<file path="src/crl_pkg.sv">
package crl_pkg;

   // Coordinate and span widths
   localparam int COORD_W = 16;
   localparam int SPAN_W  = COORD_W + 1;

   // Frame geometry
   localparam int MAX_DIM   = 4096;
   localparam int DIM_W     = 13;
   localparam int IN_FRAME_W = $clog2(MAX_DIM);
   localparam int INDEX_W   = 24;
   localparam int COLOR_W   = 32;

   // Command codes
   localparam logic CMD_START = 1'b0;
   localparam logic CMD_STEP  = 1'b1;

   // Register map
   localparam int CSR_INDEX_W = 2;
   localparam logic [CSR_INDEX_W-1:0] CSR_FRAME_WIDTH  = CSR_INDEX_W'(0);
   localparam logic [CSR_INDEX_W-1:0] CSR_FRAME_HEIGHT = CSR_INDEX_W'(1);
   localparam logic [DIM_W-1:0] FRAME_WIDTH_RESET  = DIM_W'(320);
   localparam logic [DIM_W-1:0] FRAME_HEIGHT_RESET = DIM_W'(200);
   localparam logic [DIM_W-1:0] DIM_LIMIT          = DIM_W'(MAX_DIM);

   // Queue between front and back
   localparam int QUEUE_DEPTH = 2;
   localparam int QPTR_W      = (QUEUE_DEPTH > 1) ? $clog2(QUEUE_DEPTH) : 1;
   localparam int QCNT_W      = $clog2(QUEUE_DEPTH + 1);

   // One classified request
   typedef struct packed {
      logic                      command;
      logic [COLOR_W-1:0]        color;
      logic signed [COORD_W-1:0] origin_x;
      logic signed [COORD_W-1:0] origin_y;
      logic [COORD_W-1:0]        long_len;
      logic [COORD_W-1:0]        short_len;
      logic                      long_neg;
      logic                      short_neg;
      logic                      row_major;
   } line_entry_type;

endpackage

</file>
<file path="src/crl_front.sv">
module crl_front (
   input  logic                               req_valid,
   output logic                               req_stall,
   input  logic                               req_command,
   input  logic [crl_pkg::COLOR_W-1:0]        req_line_color,
   input  logic signed [crl_pkg::COORD_W-1:0] req_start_x,
   input  logic signed [crl_pkg::COORD_W-1:0] req_start_y,
   input  logic signed [crl_pkg::COORD_W-1:0] req_end_x,
   input  logic signed [crl_pkg::COORD_W-1:0] req_end_y,
   input  logic                               queue_full,
   output logic                               push_valid,
   output crl_pkg::line_entry_type            push_entry
);
   import crl_pkg::*;

   logic signed [SPAN_W-1:0] dx;
   logic signed [SPAN_W-1:0] dy;
   logic [SPAN_W-1:0]        dx_abs;
   logic [SPAN_W-1:0]        dy_abs;
   logic [COORD_W-1:0]       mag_x;
   logic [COORD_W-1:0]       mag_y;
   logic                     row_major;

   // Signed spans; magnitudes fit in COORD_W bits
   assign dx = {req_end_x[COORD_W-1], req_end_x} - {req_start_x[COORD_W-1], req_start_x};
   assign dy = {req_end_y[COORD_W-1], req_end_y} - {req_start_y[COORD_W-1], req_start_y};
   assign dx_abs = dx[SPAN_W-1] ? -dx : dx;
   assign dy_abs = dy[SPAN_W-1] ? -dy : dy;
   assign mag_x = dx_abs[COORD_W-1:0];
   assign mag_y = dy_abs[COORD_W-1:0];

   // Long axis is x on a tie
   assign row_major = (mag_y > mag_x);

   // Classified entry
   always_comb begin
      push_entry.command  = req_command;
      push_entry.color    = req_line_color;
      push_entry.origin_x = req_start_x;
      push_entry.origin_y = req_start_y;
      push_entry.row_major = row_major;
      if (row_major) begin
         push_entry.long_len  = mag_y;
         push_entry.short_len = mag_x;
         push_entry.long_neg  = dy[SPAN_W-1];
         push_entry.short_neg = dx[SPAN_W-1];
      end else begin
         push_entry.long_len  = mag_x;
         push_entry.short_len = mag_y;
         push_entry.long_neg  = dx[SPAN_W-1];
         push_entry.short_neg = dy[SPAN_W-1];
      end
   end

   // Handshake into the queue
   assign req_stall  = queue_full;
   assign push_valid = req_valid && !queue_full;

endmodule

</file>
<file path="src/crl_queue.sv">
module crl_queue (
   input  logic                    clock,
   input  logic                    reset,
   input  logic                    push_valid,
   input  crl_pkg::line_entry_type push_entry,
   output logic                    full,
   input  logic                    pop,
   output logic                    pop_valid,
   output crl_pkg::line_entry_type pop_entry
);
   import crl_pkg::*;

   line_entry_type      slot_ff [QUEUE_DEPTH];
   logic [QPTR_W-1:0]   wr_ptr_ff;
   logic [QPTR_W-1:0]   wr_ptr_in;
   logic [QPTR_W-1:0]   rd_ptr_ff;
   logic [QPTR_W-1:0]   rd_ptr_in;
   logic [QCNT_W-1:0]   count_ff;
   logic [QCNT_W-1:0]   count_in;
   logic                do_push;
   logic                do_pop;

   assign full      = (count_ff == QCNT_W'(QUEUE_DEPTH));
   assign pop_valid = (count_ff != '0);
   assign pop_entry = slot_ff[rd_ptr_ff];
   assign do_push   = push_valid && !full;
   assign do_pop    = pop && pop_valid;

   // Pointer and fill tracking
   always_comb begin
      wr_ptr_in = wr_ptr_ff;
      rd_ptr_in = rd_ptr_ff;
      count_in  = count_ff;
      if (do_push) begin
         wr_ptr_in = (wr_ptr_ff == QPTR_W'(QUEUE_DEPTH - 1)) ? '0 : wr_ptr_ff + QPTR_W'(1);
      end
      if (do_pop) begin
         rd_ptr_in = (rd_ptr_ff == QPTR_W'(QUEUE_DEPTH - 1)) ? '0 : rd_ptr_ff + QPTR_W'(1);
      end
      if (do_push && !do_pop) begin
         count_in = count_ff + QCNT_W'(1);
      end else if (do_pop && !do_push) begin
         count_in = count_ff - QCNT_W'(1);
      end
   end

   always_ff @(posedge clock) begin
      if (reset) begin
         wr_ptr_ff <= '0;
         rd_ptr_ff <= '0;
         count_ff  <= '0;
      end else begin
         wr_ptr_ff <= wr_ptr_in;
         rd_ptr_ff <= rd_ptr_in;
         count_ff  <= count_in;
      end
   end

   // Storage, no reset needed
   always_ff @(posedge clock) begin
      if (do_push) begin
         slot_ff[wr_ptr_ff] <= push_entry;
      end
   end

endmodule

</file>
<file path="src/crl_back.sv">
module crl_back (
   input  logic                          clock,
   input  logic                          reset,
   input  logic [crl_pkg::DIM_W-1:0]     frame_width,
   input  logic [crl_pkg::DIM_W-1:0]     frame_height,
   input  logic                          entry_valid,
   input  crl_pkg::line_entry_type       entry,
   output logic                          entry_pop,
   output logic                          rsp_valid,
   input  logic                          rsp_stall,
   output logic                          rsp_inside_res,
   output logic [crl_pkg::INDEX_W-1:0]   rsp_pixel_index,
   output logic [crl_pkg::COLOR_W-1:0]   rsp_pixel_color,
   output logic                          rsp_last
);
   import crl_pkg::*;

   // Line walker state
   logic                      active_ff;
   logic                      active_in;
   logic signed [COORD_W-1:0] cur_x_ff;
   logic signed [COORD_W-1:0] cur_x_in;
   logic signed [COORD_W-1:0] cur_y_ff;
   logic signed [COORD_W-1:0] cur_y_in;
   logic [COORD_W-1:0]        remain_ff;
   logic [COORD_W-1:0]        remain_in;
   logic [COORD_W-1:0]        frac_ff;
   logic [COORD_W-1:0]        frac_in;
   logic [COORD_W-1:0]        long_len_ff;
   logic [COORD_W-1:0]        short_len_ff;
   logic                      long_neg_ff;
   logic                      short_neg_ff;
   logic                      row_major_ff;
   logic [COLOR_W-1:0]        color_ff;
   logic                      load;

   // Output register
   logic                      rsp_valid_ff;
   logic                      rsp_valid_in;
   logic                      rsp_inside_ff;
   logic [INDEX_W-1:0]        rsp_index_ff;
   logic [COLOR_W-1:0]        rsp_color_ff;
   logic                      rsp_last_ff;

   logic                      out_free;
   logic                      is_step;
   logic                      emit;
   logic                      last_pix;
   logic [COORD_W:0]          frac_sum;
   logic                      carry;
   logic signed [COORD_W-1:0] long_delta;
   logic signed [COORD_W-1:0] short_delta;
   logic                      in_frame;
   logic [INDEX_W:0]          index_full;
   logic [INDEX_W-1:0]        index_val;

   assign out_free  = !rsp_valid_ff || !rsp_stall;
   assign is_step   = (entry.command == CMD_STEP);
   assign entry_pop = entry_valid && (!is_step || !active_ff || out_free);
   assign emit      = entry_pop && is_step && active_ff;
   assign load      = entry_pop && !is_step;
   assign last_pix  = (remain_ff == COORD_W'(1));

   // Exact quotient tracking: remainder plus short length, one subtract
   assign frac_sum    = {1'b0, frac_ff} + {1'b0, short_len_ff};
   assign carry       = (frac_sum >= {1'b0, long_len_ff});
   assign long_delta  = long_neg_ff ? -COORD_W'(1) : COORD_W'(1);
   assign short_delta = short_neg_ff ? -COORD_W'(1) : COORD_W'(1);

   // Clip test and frame index; both factors widened so the product keeps all bits
   assign in_frame = !cur_x_ff[COORD_W-1] && !cur_y_ff[COORD_W-1] &&
                     ({1'b0, cur_x_ff} < (COORD_W+1)'(frame_width)) &&
                     ({1'b0, cur_y_ff} < (COORD_W+1)'(frame_height));
   assign index_full = (INDEX_W+1)'(cur_x_ff[IN_FRAME_W-1:0]) +
                       (INDEX_W+1)'(cur_y_ff[IN_FRAME_W-1:0]) *
                       (INDEX_W+1)'(frame_width);
   assign index_val  = in_frame ? index_full[INDEX_W-1:0] : '0;

   // Walker next state
   always_comb begin
      active_in = active_ff;
      cur_x_in  = cur_x_ff;
      cur_y_in  = cur_y_ff;
      remain_in = remain_ff;
      frac_in   = frac_ff;
      if (load) begin
         active_in = (entry.long_len != '0);
         cur_x_in  = entry.origin_x;
         cur_y_in  = entry.origin_y;
         remain_in = entry.long_len;
         frac_in   = '0;
      end else if (emit) begin
         remain_in = remain_ff - COORD_W'(1);
         frac_in   = carry ? COORD_W'(frac_sum - {1'b0, long_len_ff}) : frac_sum[COORD_W-1:0];
         if (last_pix) begin
            active_in = 1'b0;
         end
         if (row_major_ff) begin
            cur_y_in = cur_y_ff + long_delta;
            cur_x_in = carry ? cur_x_ff + short_delta : cur_x_ff;
         end else begin
            cur_x_in = cur_x_ff + long_delta;
            cur_y_in = carry ? cur_y_ff + short_delta : cur_y_ff;
         end
      end
   end

   always_ff @(posedge clock) begin
      if (reset) begin
         active_ff <= 1'b0;
      end else begin
         active_ff <= active_in;
      end
   end

   always_ff @(posedge clock) begin
      cur_x_ff  <= cur_x_in;
      cur_y_ff  <= cur_y_in;
      remain_ff <= remain_in;
      frac_ff   <= frac_in;
      if (load) begin
         long_len_ff  <= entry.long_len;
         short_len_ff <= entry.short_len;
         long_neg_ff  <= entry.long_neg;
         short_neg_ff <= entry.short_neg;
         row_major_ff <= entry.row_major;
         color_ff     <= entry.color;
      end
   end

   // Result register
   always_comb begin
      rsp_valid_in = rsp_valid_ff;
      if (emit) begin
         rsp_valid_in = 1'b1;
      end else if (!rsp_stall) begin
         rsp_valid_in = 1'b0;
      end
   end

   always_ff @(posedge clock) begin
      if (reset) begin
         rsp_valid_ff <= 1'b0;
      end else begin
         rsp_valid_ff <= rsp_valid_in;
      end
   end

   always_ff @(posedge clock) begin
      if (emit) begin
         rsp_inside_ff <= in_frame;
         rsp_index_ff  <= index_val;
         rsp_color_ff  <= color_ff;
         rsp_last_ff   <= last_pix;
      end
   end

   assign rsp_valid       = rsp_valid_ff;
   assign rsp_inside_res  = rsp_inside_ff;
   assign rsp_pixel_index = rsp_index_ff;
   assign rsp_pixel_color = rsp_color_ff;
   assign rsp_last        = rsp_last_ff;

endmodule

</file>
<file path="src/clipped_line_rasterizer_top.sv">
// Line rasterizer with frame clipping.
// With the queue empty and the result free, a step request is held in the queue
// register and then in the result register before its pixel shows.
// Throughput: one request per cycle unless the queue is full or the result stalls;
// one pixel per step, set by the line walker's quotient update and the index multiply.
// Reset (synchronous, active high) empties the queue, ends any line and sets
// frame size to 320 x 200.
module clipped_line_rasterizer_top (
   input  logic                                 clock,
   input  logic                                 reset,
   input  logic                                 req_valid,
   output logic                                 req_stall,
   input  logic                                 req_command,
   input  logic [crl_pkg::COLOR_W-1:0]          req_line_color,
   input  logic signed [crl_pkg::COORD_W-1:0]   req_start_x,
   input  logic signed [crl_pkg::COORD_W-1:0]   req_start_y,
   input  logic signed [crl_pkg::COORD_W-1:0]   req_end_x,
   input  logic signed [crl_pkg::COORD_W-1:0]   req_end_y,
   output logic                                 rsp_valid,
   input  logic                                 rsp_stall,
   output logic                                 rsp_inside_res,
   output logic [crl_pkg::INDEX_W-1:0]          rsp_pixel_index,
   output logic [crl_pkg::COLOR_W-1:0]          rsp_pixel_color,
   output logic                                 rsp_last,
   input  logic                                 csr_valid,
   output logic                                 csr_ready,
   input  logic [crl_pkg::CSR_INDEX_W-1:0]      csr_index,
   input  logic [crl_pkg::DIM_W-1:0]            csr_wdata
);
   import crl_pkg::*;

   logic [DIM_W-1:0] frame_width_ff;
   logic [DIM_W-1:0] frame_height_ff;
   logic [DIM_W-1:0] wdata_sat;
   logic             csr_write;
   logic             queue_full;
   logic             push_valid;
   line_entry_type   push_entry;
   logic             pop;
   logic             pop_valid;
   line_entry_type   pop_entry;

   // Frame size registers, saturated on write
   assign csr_ready = 1'b1;
   assign csr_write = csr_valid && csr_ready;
   assign wdata_sat = (csr_wdata > DIM_LIMIT) ? DIM_LIMIT : csr_wdata;

   always_ff @(posedge clock) begin
      if (reset) begin
         frame_width_ff  <= FRAME_WIDTH_RESET;
         frame_height_ff <= FRAME_HEIGHT_RESET;
      end else if (csr_write) begin
         unique case (csr_index)
            CSR_FRAME_WIDTH:  frame_width_ff  <= wdata_sat;
            CSR_FRAME_HEIGHT: frame_height_ff <= wdata_sat;
            default: ;
         endcase
      end
   end

   crl_front u_front (
      .req_valid      (req_valid),
      .req_stall      (req_stall),
      .req_command    (req_command),
      .req_line_color (req_line_color),
      .req_start_x    (req_start_x),
      .req_start_y    (req_start_y),
      .req_end_x      (req_end_x),
      .req_end_y      (req_end_y),
      .queue_full     (queue_full),
      .push_valid     (push_valid),
      .push_entry     (push_entry)
   );

   crl_queue u_queue (
      .clock      (clock),
      .reset      (reset),
      .push_valid (push_valid),
      .push_entry (push_entry),
      .full       (queue_full),
      .pop        (pop),
      .pop_valid  (pop_valid),
      .pop_entry  (pop_entry)
   );

   crl_back u_back (
      .clock           (clock),
      .reset           (reset),
      .frame_width     (frame_width_ff),
      .frame_height    (frame_height_ff),
      .entry_valid     (pop_valid),
      .entry           (pop_entry),
      .entry_pop       (pop),
      .rsp_valid       (rsp_valid),
      .rsp_stall       (rsp_stall),
      .rsp_inside_res  (rsp_inside_res),
      .rsp_pixel_index (rsp_pixel_index),
      .rsp_pixel_color (rsp_pixel_color),
      .rsp_last        (rsp_last)
   );

endmodule

</file>
<file path="config.mk">
export PLATFORM = sky130hd
export DESIGN_NAME = clipped_line_rasterizer_top
export DESIGN_NICKNAME = d
export VERILOG_FILES = /design/src/crl_pkg.sv /design/src/crl_front.sv /design/src/crl_queue.sv /design/src/crl_back.sv /design/src/clipped_line_rasterizer_top.sv
export SDC_FILE = /design/constraint.sdc
export NUM_CORES = 1
export LEC_CHECK = 0
export ABC_AREA = 1
export BUFFER_PORTS_ARGS = -buffer_cell sky130_fd_sc_hd__buf_4
export CAP_MARGIN = 20
export CORE_ASPECT_RATIO = 0.9
export CORE_UTILIZATION = 30
export DETAILED_ROUTE_END_ITERATION = 6
export SYNTH_ARGS = -nofsm -noshare
export SYNTH_HDL_FRONTEND = slang
export SYNTH_SLANG_ARGS = --single-unit
</file>
<file path="constraint.sdc">
create_clock -name clock -period 9 [get_ports clock]
set_clock_uncertainty 0.05 [all_clocks]
set_input_delay 2.7 -clock clock [delete_from_list [all_inputs] [get_ports clock]]
set_output_delay 2.7 -clock clock [all_outputs]
set_load 0.01 [all_outputs]
</file>
==> flow_metrics.py, run 1 <==
metrics = {
    "detailed_routing": {
        "drc_errors": 0,
        "viasPerCell": 4.477,
        "wire_per_inst_um": 14.83,
        "ant_nets": 0,
        "vias": 20600,
        "postRouteWirelength_mm": 68.23,
        "dr.pass1.iters": 5,
        "drt_iter0_markers": 1459,
    },
    "global_routing": {
        "grt_usage": 0.1454,
        "antenna_found_initial": 5,
        "grt_first_pass_wirelength_mm": 108.8,
        "overflow": 0,
        "grt_max_degree": 75,
        "grt_pass1_vias": 20120,
    },
    "clocking": {
        "hold_buffers": 0,
        "clock-root-buffer": "clkbuf_16",
        "cts_setup_buffers": 0,
        "numCtsBuffers": 48,
        "clk_pin_slew_ns": 0.06,
        "cts_max_level": 2,
        "clock_latency_ns": 0.63,
        "cts_resized": 0,
        "cts.sinks": 422,
        "cts_buffer_depth": 3,
        "tritoncts": "built",
    },
    "logic_synthesis": {
        "synth-edff-count": 373,
        "synth_area_per_cell_um2": 8.844,
        "ys_seq_area_frac": 0.4348,
        "synth_seq_cells": 422,
        "async_flop_share": 0,
        "synth_area_leaders": "edfxtp_1 40%, nand2_1 13%, ha_1 9.2%",
        "syn-instance-count": 3168,
        "synth_top_cell_by_area": "edfxtp_1",
        "ys.flop_type": "edfxtp_1",
        "syn_area_um2": 28020,
        "yosysWarnings": 0,
        "syn-num-nets": 3616,
        "synth_top_area_frac": 0.3998,
        "yosysUniqueCellTypes": 50,
    },
    "timing": {
        "worst_pin_slew_ns": 1.086,
        "holdWs_ns": 0.3668,
        "hold_violations": 0,
        "fmax_ghz": 0.1514,
        "fin_crit_ns": 6.605,
        "slew_headroom": 0.2734,
        "maxSlewViolCount": 0,
        "rsz0062_at_grt": "no",
        "finalCritPeriodShare": 0.7339,
        "setup_tns_ns": 0,
        "final.setup.worst_slack_ns": 2.395,
        "setup_viol": 0,
    },
    "critical_path": {
        "worst_r2r_endpoint": "u_back.rsp_pixel_index[20]",
        "arrival_ns": 6.87,
        "max_stage_delay_ns": 0.73,
        "critPathMaxFanout": 32,
        "worst-setup-path-type": "input pin to flop",
        "startpoint_type": "input pin",
        "crit-reg2reg-launch": "u_back.cur_y_ff[9]",
        "cp-startpoint": "req_end_y[0]",
        "reg2reg_depth": 19,
        "crit_path_end_kind": "flop",
        "crit_end": "u_queue.slot_ff[1][22]",
        "worstPathRequired_ns": 9.27,
        "crit_top_cell": "nand2_1",
        "critical_path.slowest_cell": "inv_1",
        "r2r_setup_slack_ns": 3.41,
    },
    "floorplanning": {
        "start_util": 0.3051,
        "die_h_um": 291.9,
        "fp-row-count": 105,
        "die_area_um2": 94620,
        "core_um2": 91830,
        "fp.dieW_um": 324.1,
        "num_io_pins": 178,
    },
    "finish": {
        "layout-drive-gt1-share": 0.09231,
        "multi_input_area_um2": 13420,
        "fill_cells": 9394,
        "nets": 3778,
        "register_area_um2": 12190,
        "syn_to_final_growth_pct": 15.52,
    },
    "run": {
        "drv_cap": 0,
    },
    "placed_design": {
        "place_hpwl_mm": 50.63,
        "place_congestion": 0.8581,
        "place_ws_ns": 1.847,
        "port_buffers": 176,
    },
    "power": {
        "p_total_uw": 13290,
        "powerDensity_nw_per_um2": 410.7,
        "ir_drop_mv": 0.3912,
        "leakagePower_uw": 0.01535,
    },
    "min_path": {
        "worstHoldPathType": "flop to flop",
    },
    "status": {
        "status": "complete, no violations",
    },
}
## flip-flops by register name (all words and copies together) (netlist names), 2 cells and up, named ones only
register / cells
u_queue.slot_ff: 200
u_back.color_ff: 32
u_back.rsp_pixel_color: 32
u_back.rsp_pixel_index: 24
u_back.cur_x_ff: 16
u_back.cur_y_ff: 16
u_back.frac_ff: 16
u_back.long_len_ff: 16
u_back.remain_ff: 16
u_back.short_len_ff: 16
frame_height_ff: 13
frame_width_ff: 13
u_queue.count_ff: 2
## layout by cell type (no fill, tap or decap), types with 34 or more instances in the layout
master       n
dfxtp_1     48
a21oi_1    149
fa_1       126
inv_1      554
buf_4      192
xnor2_1     34
o21ai_0    116
xor2_1      67
nand3_1    106
clkbuf_16   49
nor2_1     157
edfxtp_1   373
ha_1       205
nand2_1    934
## routing by layer
layer	vias up	global-route usage	share of wire
li1	10530	-	-
met1	9548	0.2029	0.48
met2	439	0.2348	0.45
met3	80	0.02108	0.052
met4	2	0.03705	0.019
met5	-	0	0.00086
## cell usage after synthesis, types with 10 or more instances
master	number
xnor2_1	34
o21ai_0	116
xor2_1	67
edfxtp_1	373
a31oi_1	12
nor3_1	16
nand3b_1	11
ha_1	205
a21o_1	32
o31ai_1	10
nand2_1	935
a21oi_1	149
dfxtp_1	49
clkbuf_1	58
nor2_1	159
o21ai_1	20
fa_1	126
inv_1	555
nand3_1	106
nand4_1	25
## per-stage QoR
stage / utilization / instances / area, µm²
floorplan: - / 3168 / 28020
detailed placement: 0.3342 / 4510 / 30690
CTS: 0.3524 / 4599 / 32360
global placement: 0.3342 / 4510 / 30690
finish: 0.3525 / 4600 / 32370
global route: 0.3525 / 4600 / 32370
## report_power, final
group          total, µW  internal, µW  switching [µW]
Sequential          3380          2940             438
Combinational       7840          2920            4930
Clock               2070          1200             868
Total              13300          7060            6230
## worst max-delay path, delay by kind of cell
family,cells,cell delay [ns]
simple gates,15,1.61
buf+inv,5,1.03
fa+ha+maj,3,0.86
compound gates,2,0.41
xor+xnor,1,0.25
## cell families (layout without fill, tap and decap cells)
logic type | count (synthesis) | after routing | synth area share
AND/OR/NAND/NOR | 1286 | 1286 | 0.1849
buffers and inverters | 640 | 841 | 0.08744
flip-flops | 422 | 422 | 0.4348
AO/OA/AOI/OAI | 381 | 381 | 0.07677
adder cells (fa/ha/maj) | 331 | 331 | 0.1816
XOR/XNOR | 104 | 104 | 0.03331
multiplexers | 3 | 3 | 0.001072
other | 1 | 2 | 0.0001338
## cell type report
cell class | instances | share of cell area
antenna | 1 | 0.00007731
clock buffer | 62 | 0.04098
clock inverter | 27 | 0.01086
inverter | 560 | 0.06506
multi-input combinational | 2106 | 0.4145
sequential | 422 | 0.3765
tap | 1230 | 0.04755
timing repair buffer | 192 | 0.04453
## worst min-delay path by stage
stage / cells past startpoint / to / startpoint
after floorplan: 0 / u_back.rsp_pixel_color[0] / u_back.color_ff[0]
after global placement: 0 / u_back.rsp_pixel_color[17] / u_back.color_ff[17]
after detailed placement: 0 / u_back.rsp_pixel_color[6] / u_back.color_ff[6]
after CTS: 0 / u_back.rsp_pixel_color[6] / u_back.color_ff[6]
after global routing: 0 / u_back.rsp_pixel_color[21] / u_back.color_ff[21]
final: 0 / u_back.rsp_pixel_color[6] / u_back.color_ff[6]
(Power assumes the default switching activity.)
==> run 2, diff against run 1 <==
clock period = 5.6 ns   (was 9 ns; I/O delays follow)
==> run 2 against run 1 <==
  * Cell count rose by 1.3%
  * Register-to-register slack got worse by 3.1 ns
  * Via count rose by 1.7%
  * Global-route usage rose by 0.22 points
  * Clock-buffer cell count fell by 3
  * Worst setup slack got worse by 2.1 ns
  * Clock power rose by 50%
  * Largest cell class unchanged
  * Critical path type is now flop to flop
  * Critical path depth fell by 7
  * Utilization rose by 0.44 points
  * Sequential power rose by 54%
  * Sequential share of layout area fell by 0.45 points
  * Critical endpoint is now u_back.rsp_pixel_index[20]
  * Non-clock buffer count rose by 62
==> flow_metrics.py, run 2 (synthesized netlist as in run 1, its figures left out) <==
metrics = {
    "finish": {
        "largest_register_ffs": 200,
        "nets": 3841,
        "syn_to_final_growth_pct": 16.96,
        "final_cell_mix": "934 x nand2_1, 554 x inv_1, 373 x edfxtp_1",
        "top_register": "u_queue.slot_ff",
        "stdcell_area_um2": 32770,
        "antennaDiodeCount": 0,
        "fin_cells": 4662,
        "layout-drive-gt1-share": 0.1087,
        "layout_commonest_cell": "nand2_1",
    },
    "clocking": {
        "cts.sinks": 422,
        "cts_buffer_depth": 3,
        "clock_latency_ns": 0.60,
        "clk_pin_slew_ns": 0.06,
        "cts_max_level": 2,
        "tritoncts": "built",
        "clock-root-buffer": "clkbuf_16",
        "numCtsBuffers": 49,
        "hold_buffers": 0,
    },
    "critical_path": {
        "startpoint_type": "flop",
        "crit_top_cell": "inv_1",
        "path_buf_inv": 6,
        "max_stage_delay_ns": 0.55,
        "worstPathRequired_ns": 6.00,
        "crit_family": "adder cells",
        "arrival_ns": 5.72,
        "crit_path_end_kind": "flop",
        "worst-setup-path-type": "flop to flop",
        "worstPathCellList": "nand2_1 > inv_1 > fa_1 > inv_1 > fa_1 > fa_1 > inv_1 > fa_1 > inv_1 > fa_1 > inv_1 > ha_1 > nand2_1 > nor4_1 > nand4_1 > nand3_1 > xor2_1 > inv_1 > nor2_1",
        "critical_path.slowest_cell": "fa_1",
        "critPathMaxFanout": 6,
    },
    "detailed_routing": {
        "vias": 20950,
        "wire_per_inst_um": 14.87,
        "ant_nets": 0,
        "viasPerCell": 4.494,
        "postRouteWirelength_mm": 69.34,
        "drt_iter0_markers": 1377,
        "dr.pass1.iters": 6,
        "drc_errors": 0,
    },
    "global_routing": {
        "grt_usage": 0.1476,
        "grt_max_degree": 75,
        "antenna_found_initial": 2,
        "overflow": 0,
        "grt_first_pass_wirelength_mm": 111.0,
        "grt_pass1_vias": 20500,
    },
    "power": {
        "ir_drop_mv": 0.5968,
        "leakagePower_uw": 0.01560,
        "powerDensity_nw_per_um2": 657.4,
    },
    "floorplanning": {
        "start_util": 0.3051,
        "core_um2": 91830,
        "fp.dieW_um": 324.1,
        "fp-row-count": 105,
        "die_h_um": 291.9,
        "num_io_pins": 178,
        "die_area_um2": 94620,
    },
    "placed_design": {
        "port_buffers": 176,
        "place_ws_ns": 0.04257,
        "dp_cells": 4559,
        "placed_cell_area_um2": 31120,
        "place_congestion": 0.8815,
        "place_hpwl_mm": 52.22,
    },
    "timing": {
        "setup_viol": 0,
        "hold_violations": 0,
        "holdWs_ns": 0.3663,
        "fin_crit_ns": 5.316,
        "finalCritPeriodShare": 0.9494,
        "fmax_ghz": 0.1881,
        "final.setup.worst_slack_ns": 0.2835,
        "setup_tns_ns": 0,
        "slew_headroom": 0.3023,
        "worst_pin_slew_ns": 1.047,
        "maxSlewViolCount": 0,
    },
    "run": {
        "drv_cap": 0,
    },
    "min_path": {
        "worstHoldPathType": "flop to flop",
    },
    "status": {
        "status": "complete, no violations",
    },
}
run 2: per-stage QoR:
stage	power, µW	utilization
finish	21540	0.3568
global route	23770	0.3568
CTS	21570	0.3557
detailed placement	18350	0.3389
global placement	18270	0.3389
floorplan	15060	-
run 2: per-layer routing:
metal  global-route usage  vias up  share of wire
met5                    0        -        0.00042
met4              0.03474        4          0.018
met3              0.02323       90          0.049
met2               0.2382      424           0.45
met1               0.2060     9795           0.48
li1                     -    10640              -
run 2: final timing paths:
path | cells past startpoint | start | slack, ns | end
min reg2reg | 0 | u_back.color_ff[15] | 0.37 | u_back.rsp_pixel_color[15]
max reg2reg | 19 | u_back.cur_y_ff[8] | 0.28 | u_back.rsp_pixel_index[20]
min | 0 | u_back.color_ff[15] | 0.37 | u_back.rsp_pixel_color[15]
max | 19 | u_back.cur_y_ff[8] | 0.28 | u_back.rsp_pixel_index[20]
run 2: final cells by class:
class                   count  area, µm²
fillers                  9338      59060
multi-input cells        2106      13420
flip-flops and latches    422      12190
inverters                 560       2107
repair buffers            254       1967
well taps                1230       1539
clock buffers              59       1284
clock inverters            31      261.5
run 2: timing repair:
item	4_1_cts	5_1_grt
gates resized for setup	0	5
setup endpoints to repair	0	7
buffers inserted	0	12
run 2: power breakdown:
| group | internal (µW) | switching [µW] |
|---|---|---|
| logic | 4930 | 8320 |
| registers | 4720 | 475 |
| clock network | 1750 | 1350 |
| total | 11400 | 10100 |
